<file path="src/rtl/core/vgu_pkg.sv">
// ----------------------------------------------------------------------------
// vgu_pkg
// Shared types, codes and rounding helpers for the vector geometry unit.
// ----------------------------------------------------------------------------
package vgu_pkg;

	// stream widths, fields packed from bit 0 up and padded to whole bytes
	localparam int IN_W  = 296;
	localparam int OUT_W = 136;

	// item queue between front and back
	localparam int QDEPTH = 4;
	localparam int QAW    = 2;

	// iteration counts of the shared arithmetic units
	localparam int DIV_ITERS = 48;
	localparam int SQ_ITERS  = 34;

	typedef enum logic [3:0] {
		OP_ADD     = 4'd0,
		OP_SUB     = 4'd1,
		OP_SCALE   = 4'd2,
		OP_DIV     = 4'd3,
		OP_DOT     = 4'd4,
		OP_LENSQ   = 4'd5,
		OP_LEN     = 4'd6,
		OP_NORM    = 4'd7,
		OP_CROSS   = 4'd8,
		OP_REFLECT = 4'd9,
		OP_REFRACT = 4'd10
	} op_t;

	localparam logic [1:0] STAT_OK   = 2'd0;
	localparam logic [1:0] STAT_SAT  = 2'd1;
	localparam logic [1:0] STAT_ZERO = 2'd2;
	localparam logic [1:0] STAT_TIR  = 2'd3;

	typedef enum logic [3:0] {
		BK_IDLE = 4'b0001,
		BK_RUN  = 4'b0010,
		BK_WAIT = 4'b0100,
		BK_DONE = 4'b1000
	} bk_state_t;

	// one classified item as it sits in the queue
	typedef struct packed {
		logic [3:0]         op;
		logic signed [31:0] ax;
		logic signed [31:0] ay;
		logic signed [31:0] az;
		logic signed [31:0] bx;
		logic signed [31:0] by;
		logic signed [31:0] bz;
		logic signed [31:0] sc;
		logic [30:0]        n1;
		logic [30:0]        n2;
		logic               bad_op;
		logic               zero_div;
	} vgu_item_t;

	typedef struct packed {
		logic [1:0]  status;
		logic [31:0] rs;
		logic [31:0] rz;
		logic [31:0] ry;
		logic [31:0] rx;
	} vgu_res_t;

	typedef struct packed {
		logic               start;
		logic signed [48:0] num;
		logic signed [34:0] den;
	} div_req_t;

	typedef struct packed {
		logic               busy;
		logic               done;
		logic signed [49:0] quo;
	} div_rsp_t;

	typedef struct packed {
		logic        start;
		logic [67:0] rad;
	} sqrt_req_t;

	typedef struct packed {
		logic        busy;
		logic        done;
		logic [33:0] root;
	} sqrt_rsp_t;

	localparam logic signed [67:0] SMAX = 68'sd2147483647;
	localparam logic signed [67:0] SMIN = -68'sd2147483648;

	// clamp to 32 bits, flag in the top bit
	function automatic logic [32:0] sat32(input logic signed [67:0] v);
		if (v > SMAX)
			return {1'b1, 32'h7FFF_FFFF};
		else if (v < SMIN)
			return {1'b1, 32'h8000_0000};
		else
			return {1'b0, v[31:0]};
	endfunction

	// round half up from q32.32 to q16.16, then clamp
	function automatic logic [32:0] rnd16_sat(input logic signed [67:0] v);
		logic signed [67:0] t;
		t = (v + 68'sd32768) >>> 16;
		return sat32(t);
	endfunction

	function automatic logic signed [32:0] sx33(input logic signed [31:0] v);
		return {v[31], v};
	endfunction

endpackage

</file>
<file path="src/rtl/core/vgu_front.sv">
// ----------------------------------------------------------------------------
// vgu_front
// Input side: unpacks each beat, classifies it (unused opcode, zero divisor)
// and holds it in a short queue for the back end.
// ----------------------------------------------------------------------------
module vgu_front
	import vgu_pkg::*;
(
	input  logic            clk,
	input  logic            arst_n,
	input  logic            s_tvalid,
	output logic            s_tready,
	input  logic [IN_W-1:0] s_tdata,
	input  logic            pop,
	output logic            head_valid,
	output vgu_item_t       head
);

	vgu_item_t          mem_q [QDEPTH];
	logic [QAW-1:0]     wr_ptr_q, rd_ptr_q;
	logic [QAW:0]       cnt_q;
	vgu_item_t          item;
	logic               push;

	// unpack and classify
	always_comb begin
		item.op       = s_tdata[3:0];
		item.ax       = s_tdata[35:4];
		item.ay       = s_tdata[67:36];
		item.az       = s_tdata[99:68];
		item.bx       = s_tdata[131:100];
		item.by       = s_tdata[163:132];
		item.bz       = s_tdata[195:164];
		item.sc       = s_tdata[227:196];
		item.n1       = s_tdata[258:228];
		item.n2       = s_tdata[289:259];
		item.bad_op   = s_tdata[3:0] > OP_REFRACT;
		item.zero_div = (s_tdata[3:0] == OP_DIV && s_tdata[227:196] == '0) ||
			(s_tdata[3:0] == OP_REFRACT && s_tdata[289:259] == '0);
	end

	assign s_tready   = cnt_q != (QAW + 1)'(QDEPTH);
	assign push       = s_tvalid & s_tready;
	assign head_valid = cnt_q != '0;
	assign head       = mem_q[rd_ptr_q];

	// queue storage
	always_ff @(posedge clk) begin
		if (push)
			mem_q[wr_ptr_q] <= item;
	end

	// queue pointers
	always_ff @(posedge clk or negedge arst_n) begin
		if (!arst_n) begin
			wr_ptr_q <= '0;
			rd_ptr_q <= '0;
			cnt_q    <= '0;
		end else begin
			if (push)
				wr_ptr_q <= wr_ptr_q + 1'b1;
			if (pop)
				rd_ptr_q <= rd_ptr_q + 1'b1;
			cnt_q <= cnt_q + (QAW + 1)'(push) - (QAW + 1)'(pop);
		end
	end

endmodule

</file>
<file path="config.mk">
export PLATFORM = sky130hd
export DESIGN_NAME = vgu_front
export DESIGN_NICKNAME = d
export VERILOG_FILES = /design/src/rtl/core/vgu_pkg.sv /design/src/rtl/core/vgu_front.sv
export SDC_FILE = /design/constraint.sdc
export NUM_CORES = 1
export LEC_CHECK = 0
export BUFFER_PORTS_ARGS = -buffer_cell sky130_fd_sc_hd__buf_2
export CAP_MARGIN = 40
export CORE_MARGIN = 2
export CORE_UTILIZATION = 32
export CTS_CLUSTER_DIAMETER = 30
export CTS_CLUSTER_SIZE = 20
export DETAILED_ROUTE_END_ITERATION = 16
export PLACE_DENSITY = 0.49
export SETUP_SLACK_MARGIN = 0.1
export SLEW_MARGIN = 20
export SYNTH_ARGS = -nofsm -noshare
export SYNTH_HDL_FRONTEND = slang
export SYNTH_SLANG_ARGS = --single-unit
</file>
<file path="constraint.sdc">
create_clock -name clk -period 14.9 [get_ports clk]
set_input_delay 2.235 -clock clk [delete_from_list [all_inputs] [get_ports clk]]
set_output_delay 2.235 -clock clk [all_outputs]
set_load 0.02 [all_outputs]
</file>
== After elaboration in Yosys (flattened, before gate mapping) ==
Memories as Yosys holds them, arrays and structs flattened.
Cells that the tools add are included.

* Bitwise gates (word level): 1
* Reduce and logical (&&, ||, !) cells: 6
* $lt $le $gt $ge: 1
* Eq/ne operators: 3
* Muxes and demuxes: 2
* $add $sub $neg: 4

{| class="wikitable"
|+ Operators with widths
! cell !! count
|-
| 32-bit zero test || 1
|-
| 31-bit zero test || 1
|-
| 2-bit by 1-bit adder with 2-bit output (second input constant) || 2
|-
| 4-bit by 2-bit equality test with 1-bit output (second input constant) || 1
|-
| 4-bit equality test (second input constant) || 1
|-
| 4-bit > comparator (second input constant) || 1
|-
| 3-bit by 1-bit adder with 3-bit output || 1
|-
| 3-bit inequality test (second input constant) || 1
|-
| 3-bit nonzero test || 1
|-
| 3-bit by 1-bit subtractor with 3-bit output || 1
|-
| 1-bit logical AND || 2
|-
| 1-bit two-way mux || 2
|-
| 1-bit bitwise AND || 1
|-
| 1-bit logical OR || 1
|}

* Input port bits: 300
* Memories: 1
* Register bits after elaboration: 7
* Output and inout port bits: 294
* Memory bits (writable): 1168

{| class="wikitable"
|+ Memory list
! name !! depth !! bits a word !! rd ports !! clocked after Yosys merged registers in !! write ports !! line !! RTL
|-
| mem_q || 4 || 292 || 1 || 0 || 1 || vgu_front.sv:19 || <nowiki>vgu_item_t mem_q [QDEPTH];</nowiki>
|}

== Longest topological paths before layout ==
Gate-level depths: netlist of the first run.

* Depth in word-level cells: 4
* Mapped depth: 11

== Least setup slack after synthesis of the first run ==
No wires, ideal clock.

* Path kind: input to register
* Start: input s_tvalid
* End: memory mem_q[0][0] (netlist bit), enable pin
* Slack: 5.308 ns
* Arrival time: 8.898 ns
* Stages on the path: 1
* Data required time: 14.206 ns
* Path buffers: 0
* Library setup time: 0.694 ns
* Cell sequence: and3_1

* Longest elaborated chain between the ends: 3

{| class="wikitable"
|+ Ends and longest elaborated chain
! element !! line !! RTL
|-
| start, declared || vgu_front.sv:11 || <nowiki>input logic s_tvalid,</nowiki>
|-
| 1-bit bitwise AND || vgu_front.sv:43 || <nowiki>assign push = s_tvalid & s_tready;</nowiki>
|-
| 1-bit two-way mux || vgu_front.sv:49 || <nowiki>if (push)</nowiki>
|-
| 1-bit two-way mux (implied by the code) || vgu_front.sv:50 || <nowiki>mem_q[wr_ptr_q] <= item;</nowiki>
|-
| end, declared || vgu_front.sv:19 ||
|}

Every way passes these cells.

==> impl_metrics.yaml, run 1 <==
clocking:
  cts-buffers-inserted: 275
  clk_latency_ns: 0.86
  cts_root_buf: "clkbuf_16"
  clkTransAtPathRegs_ns: 0.05
  post_cts_buffers: 0
  cts_sinks: 1175
  cts_max_level: 5
  clk_path_buf_depth: 4
  tritoncts: "done"
  cts_resized: 0
  hold_buffers: 0
floorplanning:
  core_area_um2: 134000
  die_area_um2: 138000
  die_y_um: 372
  rows: 134
  start_util: 0.323
  io_pins: 594
  die_w_um: 372
synthesis:
  ys.warnings.count: 0
  ys_ff_latch: 1175
  ys_types: 27
  yosysSeqAreaShare: 0.815
  synth.top_cell.area_share: 0.811
  yosysTopAreaCell: "edfxtp_1"
  syn_inst: 1590
  netlist_area_um2: 43200
  avgSynthCellArea_um2: 27.2
  ys_top_cells_by_area: "edfxtp_1 (81%), mux4_2 (8.2%), mux4_1 (8.1%), buf_6 (0.70%), dfrtp_1 (0.41%)"
  syn_nets: 1897
routing:
  vias_per_cell: 4.66
  drt_wl_total_um: 99900
  ant_nets: 0
  routedWlPerCell_um: 22.8
  drtIter0Drc: 1068
  drc: 0
  first_pass_iters: 5
  num_vias: 20400
pwr:
  seq_power_share: 0.327
  switching_share: 0.290
  power_density_nw_per_um2: 241
  vdd_drop_max_v: 0.000143
  p_clk_frac: 0.427
  intPower_w: 0.00986
  p_leak_nw: 20.4
  p_switching_w: 0.00402
  p_comb_frac: 0.247
timing:
  report.final.slew_viol_count: 0
  grt_setup_unrepaired: "no"
  hold_viol: 0
  min_period_ns: 6.39
  tightestPinTransition_ns: 1.14
  slew_headroom: 0.238
  period_share: 0.429
  clock.fmax_mhz: 156
  setup_tns_ns: 0
  finClkSkew_ns: 0.0703
  setup_viol: 0
critical_path:
  cp_common_cell: "buf_12"
  cp-end-kind: "output port"
  cp.required_ns: 12.66
  critical_path_arrival_ns: 4.16
  start_kind: "flop"
  crit_type: "flop to output port"
  slowest_delay_ns: 0.92
  worstPathMaxFanout: 123
  cp_slowest_cell: "dfrtp_4"
  path_cells: "buf_12, buf_12, mux4_1, buf_2"
finish:
  post-route-util: 0.431
  nNetsFinal: 2730
  layout-drive-gt1-share: 0.458
  syn_to_final_growth_pct: 33.4
  fin_cells: 4385
placed_design:
  finalWeightedCongestion: 0.732
  portBuffers: 587
  place_inst: 3911
  hpwlAfterDp_um: 60300
global_route:
  grt_pass1_vias: 22100
  grt_overflow: 0
  grt_first_pass_wirelength_um: 144000
  grt_antenna_before_repair: 25
  grt_max_degree: 130
  grt_usage: 0.143
min_path:
  hold_path.class: "flop to flop"
status:
  status: "finished, final reports clean"
run:
  max_cap_violations: 0
==> cells in the mapped netlist (all sizes together) <==
library cell  number
nand2              2
ha                 6
mux2               1
fa                 1
nor3               2
xor2               1
or3                1
nand3              3
a21oi              1
inv                6
and3               4
clkbuf             5
a41o               1
xnor2              4
nand4              2
nor2               4
edfxtp          1168
nor4              13
buf               61
nor4b              2
mux4             292
nor2b              2
dfrtp              7
and2               1
==> layout by cell type, fill, tap and decap left out, types with 2 or more instances in the layout <==
| cell type | synthesis | final |
|---|---|---|
| and3_4 | 0 | 4 |
| buf_12 | 0 | 8 |
| buf_16 | 0 | 11 |
| buf_2 | 31 | 587 |
| buf_4 | 0 | 16 |
| bufinv_16 | 0 | 45 |
| clkbuf_1 | 5 | 28 |
| clkbuf_16 | 0 | 283 |
| clkinv_1 | 0 | 28 |
| clkinv_2 | 0 | 37 |
| clkinv_4 | 0 | 16 |
| clkinv_8 | 0 | 2 |
| clkinvlp_4 | 0 | 17 |
| dfrtp_1 | 7 | 5 |
| dfrtp_4 | 0 | 2 |
| diode_2 | 0 | 6 |
| edfxtp_1 | 1168 | 1168 |
| ha_1 | 6 | 6 |
| inv_1 | 6 | 6 |
| inv_6 | 0 | 9 |
| mux4_1 | 134 | 134 |
| mux4_2 | 158 | 158 |
| nand2_1 | 2 | 2 |
| nand3_1 | 3 | 3 |
| nand4_1 | 2 | 2 |
| nor2_1 | 4 | 4 |
| nor2b_1 | 2 | 2 |
| nor3_1 | 2 | 2 |
| nor4_1 | 13 | 13 |
| nor4b_1 | 2 | 2 |
| xnor2_1 | 4 | 4 |
==> flip-flops by register name (all words and copies together) (netlist names) <==
register and cells:
mem_q 1168, cnt_q 3, rd_ptr_q 2, wr_ptr_q 2
==> area by class of cell <==
cell class              instances  area [µm²]
fillers                     11500       76100
flip-flops and latches       1175       35300
multi-input cells             343        7470
clock buffers                 311        7190
repair buffers                622        3520
well taps                    1768        2210
clock inverters               154        2020
inverters                       6        22.5
diodes                          6        15.0
==> cell families (layout without fill, tap and decap cells) <==
family | count (synthesis) | in the layout | share of synthesized area
AO/OA/AOI/OAI | 2 | 2 | 0.000347
XOR/XNOR | 5 | 5 | 0.00101
adder cells (fa/ha/maj) | 7 | 7 | 0.00220
buffers and inverters | 72 | 1093 | 0.0126
flip-flops | 1175 | 1175 | 0.815
multiplexers | 293 | 293 | 0.164
other | 0 | 6 | 0
AND/OR/NAND/NOR | 36 | 36 | 0.00483
==> stage by stage <==
| step | instance area (µm²) | total power (W) | hold slack (ns) | setup slack (ns) |
|---|---|---|---|---|
| global placement | 48100 | 0.00803 | 0.487 | 8.92 |
| floorplan | 43200 | 0.00702 | 0.460 | 5.31 |
| global route | 57700 | 0.0145 | 0.529 | 8.21 |
| finish | 57700 | 0.0139 | 0.501 | 8.51 |
| CTS | 57600 | 0.0141 | 0.505 | 8.32 |
| detailed placement | 48400 | 0.00813 | 0.494 | 9.02 |
==> layer usage <==
layer	vias to the layer above	wire, µm	global-route usage
li1	8864	-	-
met1	10700	37800	0.161
met2	653	51800	0.242
met3	210	7870	0.0572
met4	18	2370	0.0527
met5	-	96	0
==> power groups by stage <==
stage,Sequential [W],Clock (W),Combinational [W]
after floorplan,0.00473,0,0.00229
after global placement,0.00459,0,0.00344
after detailed placement,0.00460,0,0.00352
after CTS,0.00455,0.00606,0.00354
after global routing,0.00459,0.00622,0.00366
final,0.00453,0.00592,0.00343
==> worst paths after layout <==
path                              from       endpoint  slack, ns  cells past startpoint
max                        rd_ptr_q[1]      head[256]       8.51                      4
min in group asynchronous       arst_n       cnt_q[2]       1.20                      1
max in group asynchronous       arst_n    rd_ptr_q[1]      13.51                      1
max reg2reg                   cnt_q[1]  mem_q[1][163]      10.90                      8
min reg2reg                   cnt_q[2]       cnt_q[2]       0.50                      1
min                           cnt_q[2]       cnt_q[2]       0.50                      1
==> critical path, delay by kind of cell, from the launching register on <==
kind     cells  cell delay, ns
mux          1            0.46
buf+inv      3            1.22
flops        1            0.92
Note: power is estimated with default switching activity, not from simulation.
==> run 2, diff against run 1 <==
--- a/config.mk
+++ b/config.mk
@@ -12,7 +12,7 @@
 export CTS_CLUSTER_DIAMETER = 30
 export CTS_CLUSTER_SIZE = 20
 export DETAILED_ROUTE_END_ITERATION = 16
-export PLACE_DENSITY = 0.49
+export PLACE_DENSITY = 0.5
 export SETUP_SLACK_MARGIN = 0.1
 export SLEW_MARGIN = 20
 export SYNTH_ARGS = -nofsm -noshare
==> constraint.sdc (replaced) <==
create_clock -name clk -period 5.16 [get_ports clk]
set_input_delay 0.774 -clock clk [delete_from_list [all_inputs] [get_ports clk]]
set_output_delay 0.774 -clock clk [all_outputs]
set_load 0.02 [all_outputs]
==> impl_metrics.yaml, run 2 (synthesis results as in run 1) <==
status:
  status: "finished, final reports clean"
finish:
  layout-drive-gt1-share: 0.458
  layout_commonest_cell: "edfxtp_1"
  largest_register_ffs: 1168
  multiInputGateArea_um2: 7470
  seq_area_um2: 35300
  nNetsFinal: 2757
  top_regs: "mem_q x1168, cnt_q x3"
  fin_cells: 4422
  postLayoutCellArea_um2: 57500
  n_fill_cell: 11600
  syn_to_final_growth_pct: 33.0
  layout_common_cells: "edfxtp_1 (1,168), buf_2 (587), clkbuf_16 (279)"
  regMostFlops: "mem_q"
routing:
  routedWlPerCell_um: 23.3
  num_vias: 20700
  drc: 0
  drt_wl_total_um: 103000
  ant_nets: 0
  vias_per_cell: 4.68
  first_pass_iters: 5
  drtIter0Drc: 1132
floorplanning:
  die_area_um2: 138000
  die_y_um: 372
  rows: 134
  start_util: 0.323
  die_w_um: 372
  io_pins: 594
  core_area_um2: 134000
pwr:
  p_leak_nw: 20.3
  power_density_nw_per_um2: 687
  vdd_drop_max_v: 0.000484
timing:
  min_period_ns: 3.97
  slew_headroom: 0.553
  period_share: 0.770
  clock.fmax_mhz: 252
  report.final.slew_viol_count: 0
  tightestPinTransition_ns: 0.665
  setup_tns_ns: 0
  setup_viol: 0
  finClkSkew_ns: 0.0423
  holdWs_ns: 0.128
  grt_setup_unrepaired: "no"
  hold_viol: 0
critical_path:
  cp_common_cell: "buf_12"
  slowest_delay_ns: 0.78
  cp_slowest_cell: "dfrtp_4"
  endpoint: "head[58]"
  path_delay_family: "buffers and inverters"
  path_cells: "buf_12, buf_12, mux4_1, buf_2"
  cp.buffers_inverters: 3
  crit_type: "flop to output port"
  cp-end-kind: "output port"
  cp.required_ns: 4.39
  cp.depth: 4
  reg2reg_to: "mem_q[0][124]"
  crit_path_start: "rd_ptr_q[0]"
  critical_path_arrival_ns: 3.20
  r2r_slack_ns: 2.75
  reg2reg_depth: 5
  start_kind: "flop"
  worstPathMaxFanout: 46
  r2r-start: "cnt_q[1]"
clocking:
  clk_latency_ns: 0.84
  cts_sinks: 1175
  tritoncts: "done"
  cts_root_buf: "clkbuf_16"
  cts_max_level: 5
  clk_path_buf_depth: 4
  clkTransAtPathRegs_ns: 0.05
  cts_resized: 0
  cts-buffers-inserted: 275
global_route:
  grt_pass1_vias: 22500
  grt_first_pass_wirelength_um: 148000
  grt_antenna_before_repair: 24
  grt_usage: 0.147
  grt_overflow: 0
  grt_max_degree: 75
placed_design:
  dpl_cell_area_um2: 48700
  portBuffers: 587
  hpwlAfterDp_um: 65200
  place_inst: 3940
  finalWeightedCongestion: 0.749
min_path:
  hold_path.class: "primary input to flop"
  min_path_cells: 1
run:
  max_cap_violations: 0
-- run 2: changes by cell type in the layout (fill, tap and decap cells not counted), moves of 4 or more --
cell        previous run  this run
buf_4                 16        35
buf_12                 8        24
bufinv_16             45        30
clkbuf_1              28        39
buf_16                11         2
clkinv_1              28        33
diode_2                6        11
clkbuf_16            283       279
clkinvlp_4            17        21
-- run 2: through the flow --
stage	utilization	worst slack (ns)	total power [W]
floorplan	-	0.400	0.0199
global placement	0.363	1.98	0.0235
detailed placement	0.364	1.97	0.0237
CTS	0.430	1.02	0.0402
global route	0.430	0.975	0.0411
finish	0.430	1.19	0.0395
-- run 2: repair_timing --
item / CTS / global route
setup buffers: 0 / 0
hold endpoints to repair: 7 / 0
hold buffers: 1 / 0
-- run 2: metal layers --
layer / share of wire / GRT usage / vias to the layer above / wire, µm
met1: 0.38 / 0.171 / 10800 / 39600
li1: - / - / 8943 / -
met5: 0.00073 / 0 / - / 75
met3: 0.074 / 0.0510 / 218 / 7590
met4: 0.029 / 0.0633 / 10 / 2980
met2: 0.51 / 0.248 / 696 / 52800
-- run 2: area by class of cell --
class,instances,area share
repair buffers,649,0.0651
multi-input cells,343,0.130
diodes,11,0.000478
flip-flops and latches,1175,0.613
clock buffers,318,0.124
inverters,6,0.000391
well taps,1768,0.0385
clock inverters,152,0.0289
-- run 2: worst min path at each step --
stage	endpoint	from	slack, ns
4_1_cts	mem_q[0][38]	s_tdata[233]	0.04
5_1_grt	mem_q[1][59]	s_tdata[254]	0.07
3_3_place_gp	cnt_q[2]	cnt_q[2]	0.48
2_1_floorplan	cnt_q[2]	cnt_q[2]	0.46
6_report	mem_q[0][38]	s_tdata[233]	0.13
3_5_place_dp	cnt_q[2]	cnt_q[2]	0.50
-- run 2: where the power goes --
group          total [W]  internal [W]  switching (W)
clock             0.0163        0.0113        0.00502
combinational     0.0101       0.00383        0.00631
sequential        0.0131        0.0126       0.000438
==> run 3, diff against run 2 <==
--- a/config.mk
+++ b/config.mk
@@ -5,6 +5,7 @@
 export SDC_FILE = /design/constraint.sdc
 export NUM_CORES = 1
 export LEC_CHECK = 0
+export ABC_AREA = 1
 export BUFFER_PORTS_ARGS = -buffer_cell sky130_fd_sc_hd__buf_2
 export CAP_MARGIN = 40
 export CORE_MARGIN = 2
==> constraint.sdc (replaced) <==
create_clock -name clk -period 3.2 [get_ports clk]
set_input_delay 0.48 -clock clk [delete_from_list [all_inputs] [get_ports clk]]
set_output_delay 0.48 -clock clk [all_outputs]
set_load 0.02 [all_outputs]
==> impl_metrics.yaml, run 3 <==
clocking:
  clk_latency_ns: 0.88
  clk_path_buf_depth: 4
  cts_max_level: 5
  clkTransAtPathRegs_ns: 0.04
  cts_sinks: 1175
  cts-buffers-inserted: 279
  tritoncts: "done"
  cts_root_buf: "clkbuf_16"
synthesis:
  synthFlopType: "edfxtp_1"
  yosysTopAreaCell: "edfxtp_1"
  yosysSeqAreaShare: 0.802
  synth.most_common_cell: "edfxtp_1"
  syn_inst: 2930
  ys.warnings.count: 0
  syn_nets: 3237
  ys_ff_latch: 1175
  avgSynthCellArea_um2: 15.0
  ys_top_cells_by_area: "edfxtp_1 (80%), nor2_1 (5.4%), o22ai_1 (4.2%), o21ai_0 (3.6%), o21ai_1 (3.1%)"
  async_reset_ff_frac: 0.00596
  ys_types: 22
  synthTopCellsByCount: "edfxtp_1 (1,168), nor2_1 (633), o21ai_0 (314)"
  netlist_area_um2: 43900
  synth_edf_count: 1168
  synth.top_cell.area_share: 0.798
critical_path:
  cp.buffers_inverters: 4
  start_kind: "flop"
  slowest_delay_ns: 0.56
  path_delay_family: "buffers and inverters"
  path_cells: "buf_12, buf_12, clkinv_8, o21ai_0, o22ai_1, buf_2"
  critical_path_arrival_ns: 2.52
  worstPathMaxFanout: 19
  reg2reg_depth: 6
  cp_common_cell: "buf_12"
  reg2reg_to: "mem_q[0][73]"
  cp_slowest_cell: "dfrtp_4"
  r2r_slack_ns: 1.18
  r2r-start: "cnt_q[1]"
  crit_type: "flop to output port"
  cp-end-kind: "output port"
  cp.required_ns: 2.72
timing:
  report.final.slew_viol_count: 0
  hold_viol: 0
  min_period_ns: 3.00
  holdWs_ns: 0.0959
  period_share: 0.936
  slew_headroom: 0.505
  grt_setup_unrepaired: "yes"
  fin_ws_ns: 0.204
  finClkSkew_ns: 0.0755
  tightestPinTransition_ns: 0.742
  clock.fmax_mhz: 334
  setup_viol: 0
finish:
  layout-drive-gt1-share: 0.263
  layout_commonest_cell: "edfxtp_1"
  regMostFlops: "mem_q"
  top_regs: "mem_q x1168, cnt_q x3"
  largest_register_ffs: 1168
  nNetsFinal: 4306
  layout_common_cells: "edfxtp_1 (1,168), nor2_1 (628), buf_2 (577)"
  syn_to_final_growth_pct: 40.8
floorplanning:
  start_util: 0.323
  die_y_um: 375
  core_area_um2: 136000
  io_pins: 594
  die_w_um: 375
  rows: 135
  die_area_um2: 140000
min_path:
  min_path_cells: 3
  hold_path.class: "primary input to flop"
  hold_path_end: "wr_ptr_q[0]"
  holdCritStartpoint: "s_tvalid"
routing:
  num_vias: 28700
  vias_per_cell: 4.81
  drt_wl_total_um: 128000
  drc: 0
  ant_nets: 0
  first_pass_iters: 5
  routedWlPerCell_um: 21.4
  drtIter0Drc: 1829
pwr:
  power_density_nw_per_um2: 1150
  p_leak_nw: 22.0
  vdd_drop_max_v: 0.000613
global_route:
  grt_max_degree: 108
  grt_first_pass_wirelength_um: 183000
  grt_antenna_before_repair: 10
  grt_usage: 0.173
  grt_pass1_vias: 28400
  grt_overflow: 0
placed_design:
  finalWeightedCongestion: 0.736
  portBuffers: 587
  place_ws_ns: 0.698
  hpwlAfterDp_um: 65200
run:
  max_cap_violations: 0
status:
  status: "finished, final reports clean"
run 3: cell count changes in the layout (fill, tap and decap cells not counted), sizes merged, moves of 18 or more:
cell         before  now
nor2              4  633
o21ai             0  584
mux4            292    0
o22ai             0  292
dlygate4sd3       1  292
buf             648  673
nand2             2   20
run 3: worst max path at each step:
| stage | startpoint | endpoint | slack, ns | depth (start not counted) |
|---|---|---|---|---|
| after floorplan | cnt_q[1] | mem_q[0][0] | -2.33 | 4 |
| after global placement | rd_ptr_q[0] | head[81] | 0.68 | 5 |
| after detailed placement | rd_ptr_q[0] | head[81] | 0.70 | 5 |
| after CTS | rd_ptr_q[0] | head[81] | 0.05 | 5 |
| after global routing | rd_ptr_q[0] | head[285] | 0.06 | 5 |
| final | rd_ptr_q[0] | head[285] | 0.20 | 6 |
run 3: final cells by class:
class / count / area, µm²
diodes: 6 / 15.0
clock buffers: 323 / 7300
clock inverters: 147 / 1720
fillers: 12100 / 74000
inverters: 15 / 109
multi-input cells: 1547 / 7430
flip-flops and latches: 1175 / 35300
well taps: 1781 / 2230
repair buffers: 976 / 7680
repair inverters: 5 / 91.3
run 3: kinds of logic after synthesis:
| group | synth area share |
|---|---|
| and+or+nand+nor | 0.0564 |
| xor gates and xnor gates | 0.000997 |
| buffers and inverters | 0.0298 |
| adders and majority gates | 0.00216 |
| AOI/OAI and AO/OA | 0.108 |
| DFF | 0.802 |
run 3: metal layers:
metal | part of all wire | global-route usage
met2 | 0.47 | 0.279
met3 | 0.074 | 0.0564
met5 | 0.00040 | 0
met1 | 0.43 | 0.219
met4 | 0.023 | 0.0631
run 3: stage by stage:
step           std cells  total power [W]   util  area, µm²  setup TNS (ns)
2_1_floorplan       2930           0.0345      -      44000        -2704.57
3_3_place_gp        5171           0.0420  0.360      48900               0
3_5_place_dp        5171           0.0421  0.360      48900               0
4_1_cts             5957           0.0713  0.453      61500               0
5_1_grt             5973           0.0743  0.455      61800               0
6_report            5975           0.0710  0.455      61800               0
run 3: power breakdown:
part,internal [W],switching (W)
Combinational,0.00706,0.0160
Clock,0.0189,0.00808
Sequential,0.0203,0.000604
Total,0.0463,0.0247
run 3: timing repair:
item | 4_1_cts | 5_1_grt
hold endpoints to repair | 1169 | 0
gates resized for setup | 42 | 13
setup buffers | 8 | 4
setup endpoints to repair | 270 | 87
hold buffers | 292 | 0
cloned | 16 | 8
run 3: tightest hold or removal path, stage by stage:
cell and delay (ns):
buf_2 0.11, nand2_4 0.17, xor2_1 0.09
